--- config.mk ---
export PLATFORM = sky130hd
export DESIGN_NAME = odr_mac
export DESIGN_NICKNAME = d
export VERILOG_FILES = /design/src/design/odr_pkg.sv /design/src/design/odr_mac.sv
export SDC_FILE = /design/constraint.sdc
export NUM_CORES = 2
export LEC_CHECK = 0
export BUFFER_PORTS_ARGS = -buffer_cell sky130_fd_sc_hd__buf_4
export CORE_ASPECT_RATIO = 1.75
export CORE_MARGIN = 3
export CORE_UTILIZATION = 49
export DETAILED_ROUTE_END_ITERATION = 8
export GPL_TIMING_DRIVEN = 0
export PLACE_DENSITY = 0.73
export SYNTH_ARGS = -nofsm -noshare
export SYNTH_HDL_FRONTEND = slang
export SYNTH_SLANG_ARGS = --single-unit
--- constraint.sdc ---
create_clock -name clk_i -period 14.4 [get_ports clk_i]
set_input_delay 2.88 -clock clk_i [delete_from_list [all_inputs] [get_ports clk_i]]
set_output_delay 2.88 -clock clk_i [all_outputs]
set_load 0.1 [all_outputs]
--- src/design/odr_pkg.sv ---
// ----------------------------------------------------------------------------
// odr_pkg
// Shared widths, register codes, the CORDIC arctangent table and the
// saturation helpers for the dead-reckoning odometry block.
// ----------------------------------------------------------------------------
package odr_pkg;

  // Sample and result field widths.
  localparam int DIST_W = 32;
  localparam int ANG_W  = 16;
  localparam int VEL_W  = 16;
  localparam int POS_W  = 32;

  // Limit register widths and reset values.
  localparam int DLIM_W = 31;
  localparam int VLIM_W = 15;
  localparam logic [DLIM_W-1:0] DLIM_RST = 31'd78643;
  localparam logic [VLIM_W-1:0] TLIM_RST = 15'd4096;
  localparam logic [VLIM_W-1:0] RLIM_RST = 15'd4096;

  // Configuration port.
  localparam int CFG_IDX_W  = 2;
  localparam int CFG_DATA_W = 32;
  typedef enum logic [CFG_IDX_W-1:0] {
    CFG_DIST_LIM = 2'd0,
    CFG_TVEL_LIM = 2'd1,
    CFG_RVEL_LIM = 2'd2
  } cfg_idx_e;

  // CORDIC: Q2.30 vectors with headroom, angles scaled so that 2^32 is a turn.
  localparam int CORDIC_STEPS = 16;
  localparam int CRD_W        = 34;
  localparam int Z_W          = 33;
  localparam int ATAN_IDX_W   = 5;
  localparam logic signed [CRD_W-1:0] CRD_GAIN = 34'sd652032874;

  // Multiply unit: 33-bit signed operand times a CORDIC output, Q30 fraction rounded off the result.
  localparam int MAC_A_W   = DIST_W + 1;
  localparam int MAC_B_W   = CRD_W;
  localparam int MAC_ACC_W = MAC_A_W + MAC_B_W + 1;
  localparam int MAC_FRAC  = 30;
  localparam int MAC_RES_W = MAC_ACC_W - MAC_FRAC;
  localparam logic signed [MAC_ACC_W-1:0] MAC_ROUND = MAC_ACC_W'(64'd536870912);

  // Width of the position plus update sum before saturation.
  localparam int POS_SUM_W = MAC_RES_W + 1;

  // atan(2^-i) in units of 2^-32 turn.
  function automatic logic [29:0] atan_lut(input logic [ATAN_IDX_W-1:0] idx);
    logic [29:0] val;
    case (idx)
      5'd0:    val = 30'd536870912;
      5'd1:    val = 30'd316933406;
      5'd2:    val = 30'd167458907;
      5'd3:    val = 30'd85004756;
      5'd4:    val = 30'd42667331;
      5'd5:    val = 30'd21354465;
      5'd6:    val = 30'd10679838;
      5'd7:    val = 30'd5340245;
      5'd8:    val = 30'd2670163;
      5'd9:    val = 30'd1335087;
      5'd10:   val = 30'd667544;
      5'd11:   val = 30'd333772;
      5'd12:   val = 30'd166886;
      5'd13:   val = 30'd83443;
      5'd14:   val = 30'd41722;
      5'd15:   val = 30'd20861;
      5'd16:   val = 30'd10430;
      5'd17:   val = 30'd5215;
      5'd18:   val = 30'd2608;
      5'd19:   val = 30'd1304;
      5'd20:   val = 30'd652;
      5'd21:   val = 30'd326;
      5'd22:   val = 30'd163;
      5'd23:   val = 30'd81;
      default: val = 30'd0;
    endcase
    return val;
  endfunction

  // Clamp a position sum to the signed 32-bit range.
  function automatic logic signed [POS_W-1:0] sat_pos(
    input logic signed [POS_SUM_W-1:0] v
  );
    logic [POS_SUM_W-POS_W:0] top;
    top = v[POS_SUM_W-1:POS_W-1];
    if (&top || ~|top) begin
      return v[POS_W-1:0];
    end
    return v[POS_SUM_W-1] ? {1'b1, {(POS_W-1){1'b0}}} : {1'b0, {(POS_W-1){1'b1}}};
  endfunction

  // Clamp a product to the signed 16-bit velocity range.
  function automatic logic signed [VEL_W-1:0] sat_vel(
    input logic signed [MAC_RES_W-1:0] v
  );
    logic [MAC_RES_W-VEL_W:0] top;
    top = v[MAC_RES_W-1:VEL_W-1];
    if (&top || ~|top) begin
      return v[VEL_W-1:0];
    end
    return v[MAC_RES_W-1] ? {1'b1, {(VEL_W-1){1'b0}}} : {1'b0, {(VEL_W-1){1'b1}}};
  endfunction

endpackage

--- src/design/odr_mac.sv ---
// ----------------------------------------------------------------------------
// odr_mac
// Two-pass multiplier: a 33-bit operand times a CORDIC output, one slice of the
// first operand per cycle (low 16 bits, then top 17 bits), rounded half up at bit 30.
// ----------------------------------------------------------------------------
module odr_mac (
  input  logic                                  clk_i,
  input  logic                                  rst_ni,
  input  logic                                  start_i,
  input  logic signed [odr_pkg::MAC_A_W-1:0]    a_i,
  input  logic signed [odr_pkg::MAC_B_W-1:0]    b_i,
  output logic                                  done_o,
  output logic signed [odr_pkg::MAC_RES_W-1:0]  res_o
);
  import odr_pkg::*;

  localparam int SLICE_W = 16;
  localparam int PROD_W  = SLICE_W + 1 + MAC_B_W;

  logic signed [MAC_ACC_W-1:0] acc_q, acc_d, addend;
  logic signed [SLICE_W:0]     mop;
  logic signed [PROD_W-1:0]    prod;
  logic                        phase_q, phase_d, done_q, done_d;

  // The low slice goes in unsigned on the first pass, the signed top slice second.
  assign mop  = phase_q ? a_i[MAC_A_W-1:SLICE_W] : {1'b0, a_i[SLICE_W-1:0]};
  assign prod = mop * b_i;

  always_comb begin
    addend = MAC_ACC_W'(prod);
    if (phase_q) begin
      addend = addend <<< SLICE_W;
    end
  end

  always_comb begin
    acc_d   = acc_q;
    phase_d = 1'b0;
    done_d  = 1'b0;
    if (start_i) begin
      acc_d   = MAC_ROUND + addend;
      phase_d = 1'b1;
    end else if (phase_q) begin
      acc_d  = acc_q + addend;
      done_d = 1'b1;
    end
  end

  always_ff @(posedge clk_i or negedge rst_ni) begin
    if (!rst_ni) begin
      acc_q   <= '0;
      phase_q <= 1'b0;
      done_q  <= 1'b0;
    end else begin
      acc_q   <= acc_d;
      phase_q <= phase_d;
      done_q  <= done_d;
    end
  end

  assign done_o = done_q;
  assign res_o  = acc_q[MAC_ACC_W-1:MAC_FRAC];

endmodule

==> metrics.md <==
| Metric | Value |
|---|---|
| Worst EP required | `14.63 ns` |
| CP Capture Type | `flop` |
| Worst-skew pair later-pin latency | `0.36 ns` |
| Met1 wire length | `34.8 mm` |
| # IOs | `109` |
| Clock Root Buffer | `clkbuf_16` |
| Die Wd | `193 um` |
| Outcome | `completed` |
| Final hold slack | `0.535 ns` |
| Drt wl/cell | `23.4 um` |
| Routed Antenna Nets | `0` |
| Worst path most repeated cell | `fa_1` |
| Hold Buf Count CTS | `0` |
| Total CTS buffers | `9` |
| Cell variety after synth | `108` |
| Crit-path max FO | `10` |
| CP Capture Point | `acc_q[61]` |
| Number of H-tree levels | `3` |
| Hpwl dp | `88.0 mm` |
| Most common cell after layout, fill and taps aside | `inv_1` |
| Syn Inst Count | `3560` |
| CTS tree | `built` |
| Drt via density | `5.98` |
| Number of flops mapped to enable cells by yosys | `0` |
| Setup crit start | `phase_q` |
| Most frequent cells in the layout | `inv_1 (584), fa_1 (552), nand2_1 (480), and2_1 (201), ha_1 (194)` |
| Total Wirelength | `105 mm` |
| Worst R2R Start | `phase_q` |
| Synthesized net count | `4376` |
| Final worst path period share | `95.5%` |
| Global route overflow | `0` |
| Clk sink count | `70` |
| Vias in the first global route | `28700` |
| Initial Utilization | `49.7%` |
| Worst reg2reg setup slack | `0.65 ns` |
| RSZ-0062 raised after global routing | `no` |
| RD Place Congestion | `1.00` |
| Global-route wire length before repair | `162 mm` |
| Worst Path Arrival | `13.98 ns` |
| Setup Skew | `0.0109 ns` |
| # DRC | `0` |
| Area delta synth->final | `7.03%` |
| Syn_area_per_cell | `8.45 um^2` |
| Met2 wire length | `52.4 mm` |
| Setup violators final | `0` |
| DRT iter0 DRCs | `2181` |
| Cell Area, Synth | `30100 um^2` |
| Final Hold Viols | `0` |
| # rows | `119` |
| Worst-path clk slew | `0.07 ns` |
| Post-synth top flop | `dfrtp_1` |
| Overall global routing resource usage | `32.6%` |
| Worst r2r dst | `acc_q[61]` |
| Total negative slack | `0 ns` |
| Slew headroom | `7.65%` |
| Startpoint types | `flop` |
| Fillcell total | `5796` |
| First-pass DRT Iterations | `6` |
| Number of max-cap violations | `0` |
| Final core utilization | `53.2%` |
| Placed insts | `4454` |
| Register area share after synthesis | `5.82%` |
| Core Region | `60500 um^2` |
| Yosys warning total | `0` |
| Uppermost routed layer | `met5` |
| Worst Hold Class | `flop to flop` |
| Fin crit period | `13.75 ns` |
| WP buf/inv | `14` |
| CP max stage delay | `0.68 ns` |
| Post-CTS Resized | `0` |
| Reg2Reg Depth | `40` |
| CTS max path bufs | `2` |
| #FFs+latches synth | `70` |
| Fin. max-slew vios | `0` |
| Cell family with most CP delay | `buffers and inverters` |
| DR vias | `26700` |
| IO buf count | `108` |
| Met3 WL | `6.04 mm` |
| Worst-Margin Slew | `1.35 ns` |
| Levels on crit path | `40` |
| Antenna violations before repair | `1` |
| Fmax | `72.7 MHz` |
| Final #Nets | `4495` |
| HP Start | `acc_q[6]` |
| Worst Setup Path Type | `flop to flop` |
| Share of cells above drive strength 1 | `7.68%` |
| Largest net degree at the start of global routing | `71` |
| Total setup buffers inserted after CTS | `0` |
| Die H | `334 um` |
| Layout Cells excl Fill | `4473` |
| Die ar. | `64500 um^2` |
| Asr flop ratio synth | `100%` |
| Worst path slowest cell | `or4b_2` |
[synth_stat cells (all sizes together) (6+ instances only)]
| cell type | instances | area [um^2] |
|---|---|---|
| o21a | 28 | 210 |
| or3 | 16 | 105 |
| inv | 585 | 2200 |
| a31oi | 16 | 100 |
| o31ai | 11 | 87.6 |
| o22ai | 14 | 87.6 |
| a41oi | 6 | 52.6 |
| nor2 | 123 | 464 |
| a211oi | 40 | 318 |
| o2111ai | 6 | 52.6 |
| clkbuf | 154 | 628 |
| buf | 63 | 432 |
| xor2 | 39 | 342 |
| o211ai | 25 | 193 |
| and2 | 202 | 1260 |
| nand3 | 37 | 198 |
| mux2 | 22 | 248 |
| nor3 | 51 | 265 |
| xnor2 | 73 | 639 |
| nor2b | 95 | 594 |
| dfrtp | 70 | 1750 |
| mux2i | 43 | 430 |
| nand2b | 15 | 93.8 |
| and3 | 25 | 158 |
| a211o | 10 | 87.6 |
| a311oi | 9 | 96.4 |
| nor4 | 15 | 106 |
| ha | 194 | 2430 |
| o21bai | 21 | 158 |
| o21ai | 117 | 593 |
| nand4 | 46 | 300 |
| nand2 | 482 | 1810 |
| a21o | 51 | 384 |
| or2 | 15 | 93.8 |
| o31a | 7 | 70.1 |
| fa | 552 | 11100 |
| a2111oi | 8 | 88.8 |
| and4 | 24 | 221 |
| a21oi | 166 | 857 |
[area by class of cell]
type                    instances  area [um^2]  share of cell area [%]
diodes                          3         7.51                  0.0233
plain buffers                 217         1060                    3.30
clock buffers                   9          225                   0.700
clock inverters                 7         80.1                   0.249
inverters                     586         2200                    6.83
multi-input cells            2687        25100                    77.9
flip-flops and latches         70         1750                    5.44
well taps                     786          983                    3.06
repair buffers                108          811                    2.52
[worst min-delay path by stage]
stage               cells after the start       end
CTS                                     1  acc_q[6]
floorplan                               1  acc_q[6]
global placement                        1  acc_q[6]
detailed placement                      1  acc_q[6]
finish                                  1  acc_q[6]
global route                            1  acc_q[6]
[per-stage QoR]
| step | area [um^2] | worst slack [ns] |
|---|---|---|
| finish | 32200 | 0.646 |
| global route | 32200 | 0.0576 |
| CTS | 32200 | 0.101 |
| detailed placement | 31900 | 0.145 |
| global placement | 31900 | 0.137 |
| floorplan | 30100 | 2.80 |
[state kept, by name, summed over array words and instances (netlist names)]
name     count
acc_q       68
done_o       1
phase_q      1
[per-layer routing]
layer | up-vias | global-route usage (%)
li1 | 11700 | -
met1 | 13200 | 33.6
met2 | 1328 | 58.0
met3 | 530 | 3.85
met4 | 2 | 28.8
met5 | - | 0
[cell families (layout without fill, tap and decap cells)]
| logic type | after synthesis | count (layout) | share of synthesized area (%) |
|---|---|---|---|
| xor gates and xnor gates | 112 | 112 | 3.26 |
| DFF | 70 | 70 | 5.82 |
| AOI/OAI and AO/OA | 596 | 596 | 13.4 |
| muxes | 67 | 67 | 2.40 |
| other | 0 | 3 | 0 |
| and+or+nand+nor | 1166 | 1166 | 19.5 |
| adders and majority gates | 746 | 746 | 44.8 |
| buffers and inverters | 803 | 927 | 10.8 |
Power is not shown: default switching activity piles up to over one toggle a cycle in this logic, so the estimate is an artifact.
